<file path="config.mk">
export PLATFORM = sky130hd
export DESIGN_NAME = pcict_stats
export DESIGN_NICKNAME = d
export VERILOG_FILES = /design/src/sv/pcict_pkg.sv /design/src/sv/pcict_stats.sv
export SDC_FILE = /design/constraint.sdc
export NUM_CORES = 1
export LEC_CHECK = 0
export BUFFER_PORTS_ARGS = -buffer_cell sky130_fd_sc_hd__buf_2
export CELL_PAD_IN_SITES_DETAIL_PLACEMENT = 1
export CELL_PAD_IN_SITES_GLOBAL_PLACEMENT = 2
export CORE_AREA = 5 5 125 127
export DETAILED_ROUTE_END_ITERATION = 10
export DIE_AREA = 0 0 130 132
export GPL_TIMING_DRIVEN = 1
export PLACE_DENSITY_LB_ADDON = 0.2
export SYNTH_ARGS = -nofsm -noshare
export SYNTH_HDL_FRONTEND = slang
export SYNTH_SLANG_ARGS = --single-unit
</file>
<file path="constraint.sdc">
create_clock -name i_clk -period 2.35 [get_ports i_clk]
set_input_delay 0.1175 -clock i_clk [delete_from_list [all_inputs] [get_ports i_clk]]
set_output_delay 0.1175 -clock i_clk [all_outputs]
set_load 0.02 [all_outputs]
</file>
<file path="src/sv/pcict_pkg.sv">
package pcict_pkg;

    // Service and function codes
    localparam logic [7:0] SVC_PCI        = 8'hB1;
    localparam logic [7:0] FN_READ_BYTE   = 8'h08;
    localparam logic [7:0] FN_READ_WORD   = 8'h09;
    localparam logic [7:0] FN_READ_DWORD  = 8'h0A;
    localparam logic [7:0] FN_WRITE_BYTE  = 8'h0B;
    localparam logic [7:0] FN_WRITE_WORD  = 8'h0C;
    localparam logic [7:0] FN_WRITE_DWORD = 8'h0D;

    // Access mechanism codes
    localparam logic [1:0] MECH_BIOS = 2'd0;
    localparam logic [1:0] MECH_ONE  = 2'd1;
    localparam logic [1:0] MECH_TWO  = 2'd2;

    // Configuration register indexes
    localparam logic CFG_IDX_MECH = 1'b0;
    localparam logic CFG_IDX_MASK = 1'b1;

    localparam int CFG_DATA_W = 16;
    localparam int COUNT_W    = 32;

    localparam logic [31:0] M1_ENABLE   = 32'h8000_0000;
    localparam logic [3:0]  M2_BASE_HI  = 4'hC;
    localparam logic [7:0]  M2_EN_BASE  = 8'h01;
    localparam logic [7:0]  M2_EN_TYPE1 = 8'h80;

    typedef struct packed {
        logic [7:0]  service_class;
        logic [7:0]  action;
        logic [7:0]  bus_number;
        logic [4:0]  device_number;
        logic [2:0]  function_number;
        logic [7:0]  register_offset;
        logic [15:0] cx_in;
        logic [15:0] dx_in;
        logic [31:0] config_dword_in;
    } t_req;

    typedef struct packed {
        logic        handled;
        logic        carry_flag;
        logic [15:0] cx_out;
        logic [15:0] dx_out;
        logic [31:0] cycle_address;
        logic [7:0]  mech2_enable;
        logic [7:0]  mech2_forward;
        logic        write_strobe;
        logic [31:0] write_dword;
        logic [3:0]  lane_mask;
        logic [31:0] call_count;
        logic [31:0] fallback_count;
    } t_rsp;

    // Counting events of one request
    typedef struct packed {
        logic req;
        logic hit;
    } t_flags;

endpackage

</file>
<file path="src/sv/pcict_stats.sv">
module pcict_stats
    import pcict_pkg::*;
(
    input  logic               i_clk,
    input  logic               i_rst_n,
    input  logic               i_adv,
    input  t_flags             i_flags,
    output logic [COUNT_W-1:0] o_calls,
    output logic [COUNT_W-1:0] o_fallbacks
);

    logic [COUNT_W-1:0] r_calls;
    logic [COUNT_W-1:0] r_fallbacks;

    // Counts after the request now leaving the input stage
    assign o_calls     = r_calls + COUNT_W'(i_flags.req);
    assign o_fallbacks = r_fallbacks + COUNT_W'(i_flags.hit);

    always_ff @(posedge i_clk) begin
        if (!i_rst_n) begin
            r_calls     <= '0;
            r_fallbacks <= '0;
        end else if (i_adv) begin
            r_calls     <= o_calls;
            r_fallbacks <= o_fallbacks;
        end
    end

    a_hit_is_req: assert property (@(posedge i_clk) disable iff (!i_rst_n)
        i_flags.hit |-> i_flags.req)
        else $error("fallback counted for a non-request");

    a_hold_idle: assert property (@(posedge i_clk) disable iff (!i_rst_n)
        !i_adv |=> $stable(r_calls) && $stable(r_fallbacks))
        else $error("counters moved without a beat");

    a_fb_le_step: assert property (@(posedge i_clk) disable iff (!i_rst_n)
        i_adv && !i_flags.req |=> $stable(r_calls) && $stable(r_fallbacks))
        else $error("counters moved on a passed-on beat");

endmodule
</file>
==> impl_metrics.env <==
export IMPL_status="finished with violations"
export IMPL_violations="negative setup slack"
export IMPL_startpoint_type="flop"
export IMPL_worstMarginPinSlew_ns=0.6057
export IMPL_final_core_util=0.4106
export IMPL_grt_pass1_wl_mm=22.98
export IMPL_clock_path_buffers=2
export IMPL_ir_worst_vdd_v=0.0003341
export IMPL_avgRoutedWirePerCell_um=16.99
export IMPL_critPathRequiredTime_ns=2.23
export IMPL_area_growth_pct=39.13
export IMPL_core_area_sq_mm=0.01431
export IMPL_worstHoldStart="i_adv"
export IMPL_max_freq_mhz=404.1
export IMPL_multi_input_area_sq_mm=0.003050
export IMPL_synth_nets=537
export IMPL_setup_viol=7
export IMPL_max_slew_margin=0.5937
export IMPL_track_usage=0.1670
export IMPL_synthTopCellsByArea="dfxtp_1, xnor2_1, xor2_1"
export IMPL_routed_wl_mm=14.10
export IMPL_synth_seq_cells=64
export IMPL_cp_data_arrival_time_ns=2.36
export IMPL_initial_core_util=0.2951
export IMPL_cts_inserted_buffers=9
export IMPL_ff_latch_area_sq_mm=0.001314
export IMPL_finish_net_count=651
export IMPL_clk_latency_ns=0.34
export IMPL_synth_top_area_share=0.3033
export IMPL_die_area_sq_mm=0.01716
export IMPL_endpoint_kind="output pin"
export IMPL_gp_congestion=0.8080
export IMPL_regToRegSetupSlack_ns=0.23
export IMPL_syn_inst=527
export IMPL_ys_warn_count=0
export IMPL_drc=0
export IMPL_cts_root_buf="clkbuf_16"
export IMPL_grt_pass1_vias=4479
export IMPL_regToRegStartpoint="r_fallbacks[0]$_SDFFE_PN0P_"
export IMPL_layout_common_cells="buf_4, nand2_1, buf_2, dfxtp_1, xnor2_1"
export IMPL_grt_use_met3=0.04376
export IMPL_crit_chain="ha_4, ha_4, nand3_2, or4_4, or4_4, xnor2_4, buf_6"
export IMPL_busiest_layer="met2"
export IMPL_rr_endpoint="r_fallbacks[24]$_SDFFE_PN0P_"
export IMPL_drt_iter0_drc=220
export IMPL_slowest_stage="or4_4"
export IMPL_dr_pass1_iters=4
export IMPL_htreeDepth=3
export IMPL_yosys_area_top_type="dfxtp_1"
export IMPL_fp_dieW_um=130
export IMPL_finalInstanceArea_sq_mm=0.005877
export IMPL_fin_worst_skew_ns=0.007268
export IMPL_hpwl_mm=10.52
export IMPL_max_stage_delay_ns=0.54
export IMPL_rsz0062_at_grt="true"
export IMPL_synth_avg_cell_area_sq_um=8.015
export IMPL_drive_above_1_share=0.3529
export IMPL_ant_nets=0
export IMPL_ys_types=39
export IMPL_vias_per_cell=5.135
export IMPL_ios=69
export IMPL_use_met2=0.2957
export IMPL_num_vias=4262
export IMPL_worstPathMaxFanout=4
export IMPL_min_path_cells=4
export IMPL_cts_sinks=64
export IMPL_final_common_cell="buf_4"
export IMPL_placed_area_sq_mm=0.005136
export IMPL_fp_dieH_um=132
export IMPL_syn_area_sq_mm=0.004224
export IMPL_clk_pin_slew_ns=0.05
export IMPL_fill_cells=1730
export IMPL_hold_violations=0
export IMPL_cts_hold_buf=0
export IMPL_num_rows=44
export IMPL_reg2reg_depth=7
export IMPL_drv_cap=0
export IMPL_seq_area_frac_synth=0.3033
export IMPL_hold_class="in2reg"
export IMPL_grt_overflow=0
export IMPL_min_period_ns=2.475
export IMPL_antenna_found_initial=0
export IMPL_p_leak_nw=2.440
export IMPL_report_final_slew_viol_count=0
export IMPL_period_share=1.053
export IMPL_critPathKind="reg2out"
export IMPL_met1_usage=0.2042
export IMPL_setup_ws_ns=-0.1248
export IMPL_cts_tree="yes"
export IMPL_io_buffers=68
export IMPL_worst_hold_slack_ns=0.1438
export IMPL_grt_max_degree=45
export IMPL_holdPathEnd="r_fallbacks[4]$_SDFFE_PN0P_"
export IMPL_powerDensity_mw_per_mm2=443.4
export IMPL_diodes=0
==> registers in the layout, summed over array words and instances, names as in the netlist <==
register     cells
r_calls         32
r_fallbacks     32
==> worst max-delay path, delay by kind of cell, from the launching register on <==
family,cells,cell delay (ns)
simple gates,3,1.11
flops,1,0.35
fa+ha+maj,2,0.28
xor+xnor,1,0.15
buf+inv,1,0.14
==> cell families (layout without fill, tap and decap cells) <==
logic type | count (synthesis) | count (layout) | synth area share
compound gates | 40 | 40 | 0.05509
xor+xnor | 79 | 79 | 0.1638
flops | 64 | 64 | 0.3033
fa+ha+maj | 5 | 5 | 0.01481
simple gates | 275 | 275 | 0.3555
mux | 25 | 25 | 0.05924
buf+inv | 39 | 158 | 0.04828
==> synthesized netlist by cell type <==
cell	count
a21oi_1	19
and2_1	3
and3_1	12
and3_2	1
and4_1	7
and4_2	1
buf_1	2
buf_2	9
buf_4	2
buf_6	1
clkbuf_1	18
clkbuf_2	1
clkbuf_8	3
clkinv_1	1
dfxtp_1	64
ha_1	5
inv_1	2
mux2i_1	25
nand2_1	57
nand2b_1	22
nand3_1	33
nand3_2	1
nand4_1	24
nand4_2	1
nand4_4	1
nor2_1	32
nor3_1	27
nor4_1	19
o21ai_0	9
o311ai_0	1
o31ai_1	10
o41ai_1	1
or3_1	13
or3_2	3
or4_1	16
or4_2	1
or4_4	1
xnor2_1	46
xor2_1	33
==> per-layer routing <==
metal	wire [um]	part of all wire
met5	0	0
met4	70	0.0050
met3	555	0.039
met2	7254	0.51
met1	6217	0.44
==> stage by stage <==
stage	cells	total power, mW	worst slack, ns	TNS (ns)
after floorplan	527	1.185	0.09145	0
after global placement	804	1.220	0.06601	0
after detailed placement	804	1.223	0.03543	0
after CTS	823	2.655	-0.2559	-1.283
after global routing	830	2.705	-0.2032	-1.874
final	830	2.606	-0.1248	-0.4013
==> worst max path at each step <==
stage                      endpoint  cells past startpoint                         from  slack [ns]
finish              o_fallbacks[28]                      7  r_fallbacks[0]$_SDFFE_PN0P_       -0.12
global route        o_fallbacks[28]                      7  r_fallbacks[0]$_SDFFE_PN0P_       -0.20
detailed placement  o_fallbacks[28]                      7  r_fallbacks[0]$_SDFFE_PN0P_        0.04
global placement    o_fallbacks[28]                      7  r_fallbacks[0]$_SDFFE_PN0P_        0.07
CTS                 o_fallbacks[28]                      7  r_fallbacks[0]$_SDFFE_PN0P_       -0.26
floorplan           o_fallbacks[28]                      6  r_fallbacks[0]$_SDFFE_PN0P_        0.09
==> power breakdown <==
group | leakage, nW | total, mW | switching, mW | internal, mW
combinational | 1.77 | 0.110 | 0.0726 | 0.0370
clock | 0.148 | 1.40 | 0.528 | 0.875
sequential | 0.527 | 1.09 | 0.00545 | 1.09
==> cell type report <==
| class | count | share of cell area |
|---|---|---|
| Multi-Input combinational cell | 424 | 0.5191 |
| Sequential cell | 64 | 0.2235 |
| Tap cell | 184 | 0.03917 |
| Inverter | 3 | 0.001916 |
| Clock inverter | 5 | 0.009368 |
| Clock buffer | 11 | 0.04301 |
| Timing Repair Buffer | 139 | 0.1639 |
==> what timing repair did <==
| action | in CTS | in global routing |
|---|---|---|
| setup endpoints to repair | 23 | 36 |
| pin swaps | 9 | 14 |
| gates resized for setup | 43 | 50 |
| setup buffers | 3 | 7 |
| endpoints found under the hold margin | 0 | 0 |
No activity file was read; power rests on OpenSTA's default activity.
