[config.mk]
export PLATFORM = sky130hd
export DESIGN_NAME = pcict_xlate
export DESIGN_NICKNAME = d
export VERILOG_FILES = /design/src/sv/pcict_pkg.sv /design/src/sv/pcict_xlate.sv
export SDC_FILE = /design/constraint.sdc
export NUM_CORES = 1
export LEC_CHECK = 0
export BUFFER_PORTS_ARGS = -buffer_cell sky130_fd_sc_hd__buf_2
export CAP_MARGIN = 5
export CORE_AREA = 2 2 117 119
export DETAILED_ROUTE_END_ITERATION = 12
export DIE_AREA = 0 0 119 121
export PLACE_DENSITY = 0.54
export SYNTH_ARGS = -nofsm -noshare
export SYNTH_HDL_FRONTEND = slang
export SYNTH_SLANG_ARGS = --single-unit
[constraint.sdc]
create_clock -name vclk -period 2.4
set_input_delay 0.24 -clock vclk [all_inputs]
set_output_delay 0.24 -clock vclk [all_outputs]
set_load 0.02 [all_outputs]
[src/sv/pcict_pkg.sv]
package pcict_pkg;

    // Service and function codes
    localparam logic [7:0] SVC_PCI        = 8'hB1;
    localparam logic [7:0] FN_READ_BYTE   = 8'h08;
    localparam logic [7:0] FN_READ_WORD   = 8'h09;
    localparam logic [7:0] FN_READ_DWORD  = 8'h0A;
    localparam logic [7:0] FN_WRITE_BYTE  = 8'h0B;
    localparam logic [7:0] FN_WRITE_WORD  = 8'h0C;
    localparam logic [7:0] FN_WRITE_DWORD = 8'h0D;

    // Access mechanism codes
    localparam logic [1:0] MECH_BIOS = 2'd0;
    localparam logic [1:0] MECH_ONE  = 2'd1;
    localparam logic [1:0] MECH_TWO  = 2'd2;

    // Configuration register indexes
    localparam logic CFG_IDX_MECH = 1'b0;
    localparam logic CFG_IDX_MASK = 1'b1;

    localparam int CFG_DATA_W = 16;
    localparam int COUNT_W    = 32;

    localparam logic [31:0] M1_ENABLE   = 32'h8000_0000;
    localparam logic [3:0]  M2_BASE_HI  = 4'hC;
    localparam logic [7:0]  M2_EN_BASE  = 8'h01;
    localparam logic [7:0]  M2_EN_TYPE1 = 8'h80;

    typedef struct packed {
        logic [7:0]  service_class;
        logic [7:0]  action;
        logic [7:0]  bus_number;
        logic [4:0]  device_number;
        logic [2:0]  function_number;
        logic [7:0]  register_offset;
        logic [15:0] cx_in;
        logic [15:0] dx_in;
        logic [31:0] config_dword_in;
    } t_req;

    typedef struct packed {
        logic        handled;
        logic        carry_flag;
        logic [15:0] cx_out;
        logic [15:0] dx_out;
        logic [31:0] cycle_address;
        logic [7:0]  mech2_enable;
        logic [7:0]  mech2_forward;
        logic        write_strobe;
        logic [31:0] write_dword;
        logic [3:0]  lane_mask;
        logic [31:0] call_count;
        logic [31:0] fallback_count;
    } t_rsp;

    // Counting events of one request
    typedef struct packed {
        logic req;
        logic hit;
    } t_flags;

endpackage

[src/sv/pcict_xlate.sv]
module pcict_xlate
    import pcict_pkg::*;
(
    input  t_req        i_req,
    input  logic [1:0]  i_mech,
    input  logic [15:0] i_mask,
    output t_flags      o_flags,
    output t_rsp        o_rsp
);

    logic        is_req;
    logic        hit;
    logic        is_write;
    logic        sz_byte;
    logic        sz_word;
    logic        ok;
    logic [4:0]  sh;
    logic [31:0] fmask;
    logic [1:0]  port_lo;
    logic [31:0] wdata;
    logic [31:0] rdata;
    logic [7:0]  off;

    assign off    = i_req.register_offset;
    assign is_req = (i_req.service_class == SVC_PCI) &&
                    (i_req.action >= FN_READ_BYTE) && (i_req.action <= FN_WRITE_DWORD);
    assign hit    = is_req && i_mask[i_req.action[3:0]];

    assign o_flags.req = is_req;
    assign o_flags.hit = hit;

    always_comb begin
        sz_byte  = 1'b0;
        sz_word  = 1'b0;
        is_write = 1'b0;
        case (i_req.action)
            FN_READ_BYTE:   sz_byte = 1'b1;
            FN_READ_WORD:   sz_word = 1'b1;
            FN_WRITE_BYTE:  begin sz_byte = 1'b1; is_write = 1'b1; end
            FN_WRITE_WORD:  begin sz_word = 1'b1; is_write = 1'b1; end
            FN_WRITE_DWORD: is_write = 1'b1;
            default:        ;
        endcase
    end

    always_comb begin
        ok = (i_mech == MECH_ONE) || (i_mech == MECH_TWO);
        if (sz_word && off[0]) ok = 1'b0;
        if (!sz_byte && !sz_word && (off[1:0] != 2'b00)) ok = 1'b0;
        if ((i_mech == MECH_TWO) && i_req.device_number[4]) ok = 1'b0;
    end

    always_comb begin
        if (sz_byte) begin
            sh      = {off[1:0], 3'b000};
            fmask   = 32'h0000_00FF;
            port_lo = off[1:0];
        end else if (sz_word) begin
            sh      = {off[1], 4'b0000};
            fmask   = 32'h0000_FFFF;
            port_lo = {off[1], 1'b0};
        end else begin
            sh      = 5'd0;
            fmask   = 32'hFFFF_FFFF;
            port_lo = 2'b00;
        end
    end

    assign wdata = {i_req.dx_in, i_req.cx_in};
    assign rdata = (i_req.config_dword_in >> sh) & fmask;

    always_comb begin
        o_rsp                = '0;
        o_rsp.cx_out         = i_req.cx_in;
        o_rsp.dx_out         = i_req.dx_in;
        o_rsp.call_count     = '0;
        o_rsp.fallback_count = '0;
        if (hit) begin
            o_rsp.handled = 1'b1;
            if (!ok) begin
                o_rsp.carry_flag = 1'b1;
            end else begin
                if (sz_byte)      o_rsp.lane_mask = 4'b0001 << off[1:0];
                else if (sz_word) o_rsp.lane_mask = 4'b0011 << {off[1], 1'b0};
                else              o_rsp.lane_mask = 4'b1111;

                if (i_mech == MECH_ONE) begin
                    o_rsp.cycle_address = M1_ENABLE |
                        {8'h00, i_req.bus_number, i_req.device_number,
                         i_req.function_number, off[7:2], 2'b00};
                end else begin
                    o_rsp.cycle_address = {16'h0000, M2_BASE_HI,
                        i_req.device_number[3:0], off[7:2], port_lo};
                    o_rsp.mech2_enable  = M2_EN_BASE | {4'h0, i_req.function_number, 1'b0} |
                        ((i_req.bus_number != 8'h00) ? M2_EN_TYPE1 : 8'h00);
                    o_rsp.mech2_forward = i_req.bus_number;
                end

                if (is_write) begin
                    o_rsp.write_strobe = 1'b1;
                    o_rsp.write_dword  = (i_req.config_dword_in & ~(fmask << sh)) |
                                         ((wdata & fmask) << sh);
                end else if (sz_byte) begin
                    o_rsp.cx_out = {i_req.cx_in[15:8], rdata[7:0]};
                end else if (sz_word) begin
                    o_rsp.cx_out = rdata[15:0];
                end else begin
                    o_rsp.cx_out = rdata[15:0];
                    o_rsp.dx_out = rdata[31:16];
                end
            end
        end
    end

endmodule

==> flow_metrics.tcl, run 1 <==
set metrics [dict create \
    synth_area_leader_cell "buf_4" \
    power.leakage_nw 2.53 \
    syn_avg_cell_area_sq_um 7.48 \
    die_h_microns 121 \
    yosys-top-cells-area "buf_4 19%, a21oi_2 5.8%, a22oi_1 5.7%" \
    nClkBuffers 0 \
    synthCells 422 \
    endpoint_kind "output pin" \
    portBuffers 225 \
    slew_violations 0 \
    netlist_top_cells_count "78 x buf_4, 24 x a22oi_1, 22 x inv_1, 21 x a21oi_2" \
    powerDensity_nw_per_um2 129 \
    hold_path.class "input pin to output pin" \
    area_growth_syn_to_layout_pct 46.5 \
    antenna_left 0 \
    final_nets 790 \
    final-seq-area_sq_um 0 \
    ys.warnings.count 0 \
    setup_ws_ns 0.0848 \
    first_pass_iters 7 \
    slowest_delay_ns 0.54 \
    ios 307 \
    die_x_microns 119 \
    ys_types 56 \
    drv_cap 0 \
    rsz0062_at_grt "no" \
    worst_slew_pin_slew_ns 0.547 \
    final-instance-count-excl-fill 841 \
    critPathTopFamily "multiplexers" \
    drive_gt1_frac 0.530 \
    grt_pass1_wl_mm 20.9 \
    grt_max_degree 34 \
    grt_usage 0.184 \
    crit_path_cell_trace "clkbuf_4 > mux4_2 > mux2i_4 > and4bb_4 > nand3_4 > mux2_2 > buf_2" \
    worst_path_max_delay_cell "mux4_2" \
    fillers 1416 \
    drc 0 \
    wl_mm 14.7 \
    place_congestion 0.835 \
    grt_pass1_vias 3681 \
    worstPathRequired_ns 2.16 \
    min_from "i_req[39]" \
    rows 42 \
    fmax_ghz 0.432 \
    grt-ovfl-total 0 \
    post-dp-hpwl_mm 11.8 \
    crit_fanout 6 \
    setup.worst_path.start_class "input pin" \
    synth.most_common_cell "buf_4" \
    core_area_sq_um 13100 \
    dp.cells 831 \
    wl_per_cell_microns 17.5 \
    fin_crit_ns 2.32 \
    finalHoldViolations 0 \
    arrival_ns 2.08 \
    die-area_sq_um 14400 \
    dr.first_iter.drc_count 252 \
    tns_ns 0 \
    worst-path-buf-inv 2 \
    setup_violations 0 \
    n_sequential_cell 0 \
    status "complete, no violations" \
    yosysSeqAreaShare 0 \
    maxSlewHeadroom 0.635 \
    antenna_found_initial 2 \
    synth_top_cell_area_share 0.185 \
    num_vias 4039 \
    routed_via_density 4.80 \
    min_period_over_period 0.965 \
    cts_hold_buffers 0 \
    initial_utilization 0.241 \
    irDropWorstVdd_mv 0.0505 \
    path_class "input pin to output pin" \
    hold_depth 3 \
    min_to "o_rsp[156]" \
    pre_cts_ws_ns -0.0676 \
    synth_area_sq_um 3160 \
]
## routing by layer
layer	vias to the layer above	wire length [microns]	GRT usage
li1	1893	-	-
met2	268	7440	0.358
met1	1862	5640	0.210
met5	-	17	0
met4	2	255	0.0342
met3	14	1390	0.0343
## placed cells by master (no fill, tap or decap), types with 9 or more instances in the layout
master / n
nand3_1: 10
buf_2: 212
nand4_1: 9
mux2i_1: 13
and4_1: 9
and3_1: 19
a21oi_2: 23
buf_6: 11
buf_4: 49
inv_1: 22
mux2_4: 10
o21ai_0: 18
conb_1: 74
a22oi_1: 24
nand2_1: 19
nor2_1: 20
## final cells by class
type | count | area (sq um) | area share
Tap cell | 176 | 220 | 0.0476
Antenna cell | 1 | 2.50 | 0.000541
Inverter | 23 | 86.3 | 0.0187
Timing Repair Buffer | 277 | 1640 | 0.355
Multi-Input combinational cell | 364 | 2680 | 0.579
## metrics by stage
stage           util  hold WS, ns  cell area (sq um)  power [mW]
2_1_floorplan      -        0.616               3430       0.425
3_3_place_gp   0.334        0.814               4370       0.562
3_5_place_dp   0.334        0.815               4370       0.563
4_1_cts        0.337        0.818               4410       0.572
5_1_grt        0.353        0.828               4620       0.639
6_report       0.354        0.814               4630       0.597
## power breakdown
part / total (mW) / switching [mW] / internal [mW]
sequential: 0 / 0 / 0
clock: 0.0000000557 / 0 / 0.0000000557
combinational: 0.597 / 0.371 / 0.226
## cells by family (layout without fill, tap and decap cells)
logic type / Yosys count / in the layout / share of synthesized area
AOI/OAI and AO/OA: 116 / 116 / 0.278
buffers and inverters: 132 / 300 / 0.273
adders and majority gates: 2 / 2 / 0.00793
and+or+nand+nor: 129 / 130 / 0.273
xor gates and xnor gates: 1 / 1 / 0.00277
other: 1 / 75 / 0.00119
muxes: 41 / 41 / 0.164
## worst max path at each step
stage	startpoint	endpoint	slack, ns	cells past startpoint
2_1_floorplan	i_req[90]	o_rsp[118]	0.08	8
3_3_place_gp	i_req[89]	o_rsp[134]	-0.05	9
3_5_place_dp	i_mech[0]	o_rsp[180]	-0.07	10
4_1_cts	i_req[89]	o_rsp[180]	-0.005	7
5_1_grt	i_mech[0]	o_rsp[150]	0.0008	10
6_report	i_req[89]	o_rsp[162]	0.08	7
## timing repair
action	in CTS	in global routing
gates cloned	1	0
setup buffers	1	7
endpoints found under the setup margin	38	78
hold endpoints to repair	0	0
gates resized for setup	5	40
pin swaps	0	6
## tightest hold or removal path: stages
cell and delay (ns):
buf_2 0.09, a21o_1 0.10, buf_2 0.15
No activity file was read; power rests on OpenSTA's default activity.
==> run 2: changes to the inputs <==
==> constraint.sdc (replaced) <==
create_clock -name vclk -period 2.4
set_input_delay 0.24 -clock vclk [all_inputs]
set_output_delay 0.24 -clock vclk [all_outputs]
set_load 0.1 [all_outputs]
==> run 2 against run 1 <==
Combinational power rose by 120%. Worst setup slack lost 0.062 ns. Fmax decreased by 2.6%. Count of clock-buffer cells in the layout unchanged. Design area rose by 50%. Total power is 120% higher. Non-clock buffer count rose by 17. Critical endpoint is now o_rsp[110].
==> flow_metrics.tcl, run 2 (synthesis results as in run 1) <==
set metrics [dict create \
    status "complete, no violations" \
    drive_gt1_frac 0.625 \
    path_class "input pin to output pin" \
    place_congestion 0.874 \
    die_x_microns 119 \
    fmax_ghz 0.421 \
    worstPathRequired_ns 2.16 \
    grt_usage 0.209 \
    power.leakage_nw 3.07 \
    grt_max_degree 41 \
    irDropWorstVdd_mv 0.261 \
    final-seq-area_sq_um 0 \
    antenna_left 0 \
    wl_per_cell_microns 18.8 \
    grt_pass1_vias 4222 \
    drv_cap 0 \
    layout_common_cells "113 x buf_12, 112 x buf_2, 74 x conb_1, 55 x buf_4, 27 x a21oi_4" \
    die-area_sq_um 14400 \
    drc 0 \
    setup_violations 0 \
    maxSlewHeadroom 0.656 \
    wl_mm 16.1 \
    finish.utilization 0.529 \
    nClkBuffers 0 \
    powerDensity_nw_per_um2 189 \
    final_common_cell "buf_12" \
    first_pass_iters 6 \
    rows 42 \
    fillers 1182 \
    setup.worst_path.start_class "input pin" \
    antenna_found_initial 0 \
    die_h_microns 121 \
    n_antenna_cell 0 \
    hold_ws_ns 0.875 \
    dr.first_iter.drc_count 203 \
    crit_fanout 9 \
    slew_violations 0 \
    routed_via_density 4.91 \
    final_nets 806 \
    worst_slew_pin_slew_ns 0.512 \
    min_period_over_period 0.991 \
    ios 307 \
    initial_utilization 0.241 \
    portBuffers 225 \
    num_vias 4199 \
    finalHoldViolations 0 \
    hold_path.class "input pin to output pin" \
    endpoint_kind "output pin" \
    n_sequential_cell 0 \
    area_growth_syn_to_layout_pct 119 \
    fin_crit_ns 2.38 \
    arrival_ns 2.14 \
    grt-ovfl-total 0 \
    core_area_sq_um 13100 \
    grt_pass1_wl_mm 24.1 \
    post-dp-hpwl_mm 13.0 \
    rsz0062_at_grt "yes" \
    multiInputGateArea_sq_um 3150 \
]
-- run 2: cell types whose count changed in the layout (fill, tap and decap cells not counted), sizes merged --
cell    delta
clkbuf     +2
nand3      -1
bufbuf     +1
buf       +14
diode      -1
-- run 2: per-layer routing --
metal	GRT usage	routed length, microns	share of wire	up-vias
met5	0	0	0	-
met4	0.0387	250	0.016	0
met3	0.0348	1180	0.074	21
met2	0.400	8590	0.53	232
met1	0.244	6080	0.38	2016
li1	-	-	-	1930
-- run 2: timing repair --
action | 4_1_cts | 5_1_grt
hold buffers | 0 | 0
cloned | 3 | 1
resized for setup | 28 | 29
setup endpoints to repair | 73 | 72
pin swaps | 9 | 12
setup buffers | 7 | 4
-- run 2: power by group --
group / internal (mW) / switching, mW
Sequential: 0 / 0
Combinational: 0.312 / 0.992
Clock: 0 / 0
Total: 0.312 / 0.992
-- run 2: worst max-delay path, stage by stage --
cell	delay (ns)
buf_8	0.11
mux4_2	0.36
mux2i_4	0.07
buf_6	0.12
a2111oi_4	0.33
buf_4	0.21
nand2_8	0.09
buf_12	0.16
nor3b_4	0.22
buf_12	0.21
-- run 2: layout make-up --
| type | instances | area share |
|---|---|---|
| tap | 176 | 0.0318 |
| multi-input combinational | 363 | 0.455 |
| inverter | 23 | 0.0125 |
| timing repair buffer | 294 | 0.500 |
-- run 2: stage by stage --
step / TNS (ns) / instance area (sq um) / instances / total power, mW / worst slack [ns]
floorplan: -9.63 / 3930 / 495 / 1.04 / -0.489
detailed placement: -4.34 / 6510 / 841 / 1.27 / -0.207
CTS: 0 / 6790 / 851 / 1.28 / 0.00248
global route: -0.974 / 6920 / 856 / 1.35 / -0.0556
finish: 0 / 6920 / 856 / 1.30 / 0.0226
global placement: -2.80 / 6510 / 841 / 1.26 / -0.139
-- run 2: final timing paths --
check                 startpoint    endpoint  slack (ns)  cells past startpoint
worst min-delay path   i_req[32]  o_rsp[149]        0.87                      3
worst max-delay path   i_req[89]  o_rsp[110]        0.02                     10
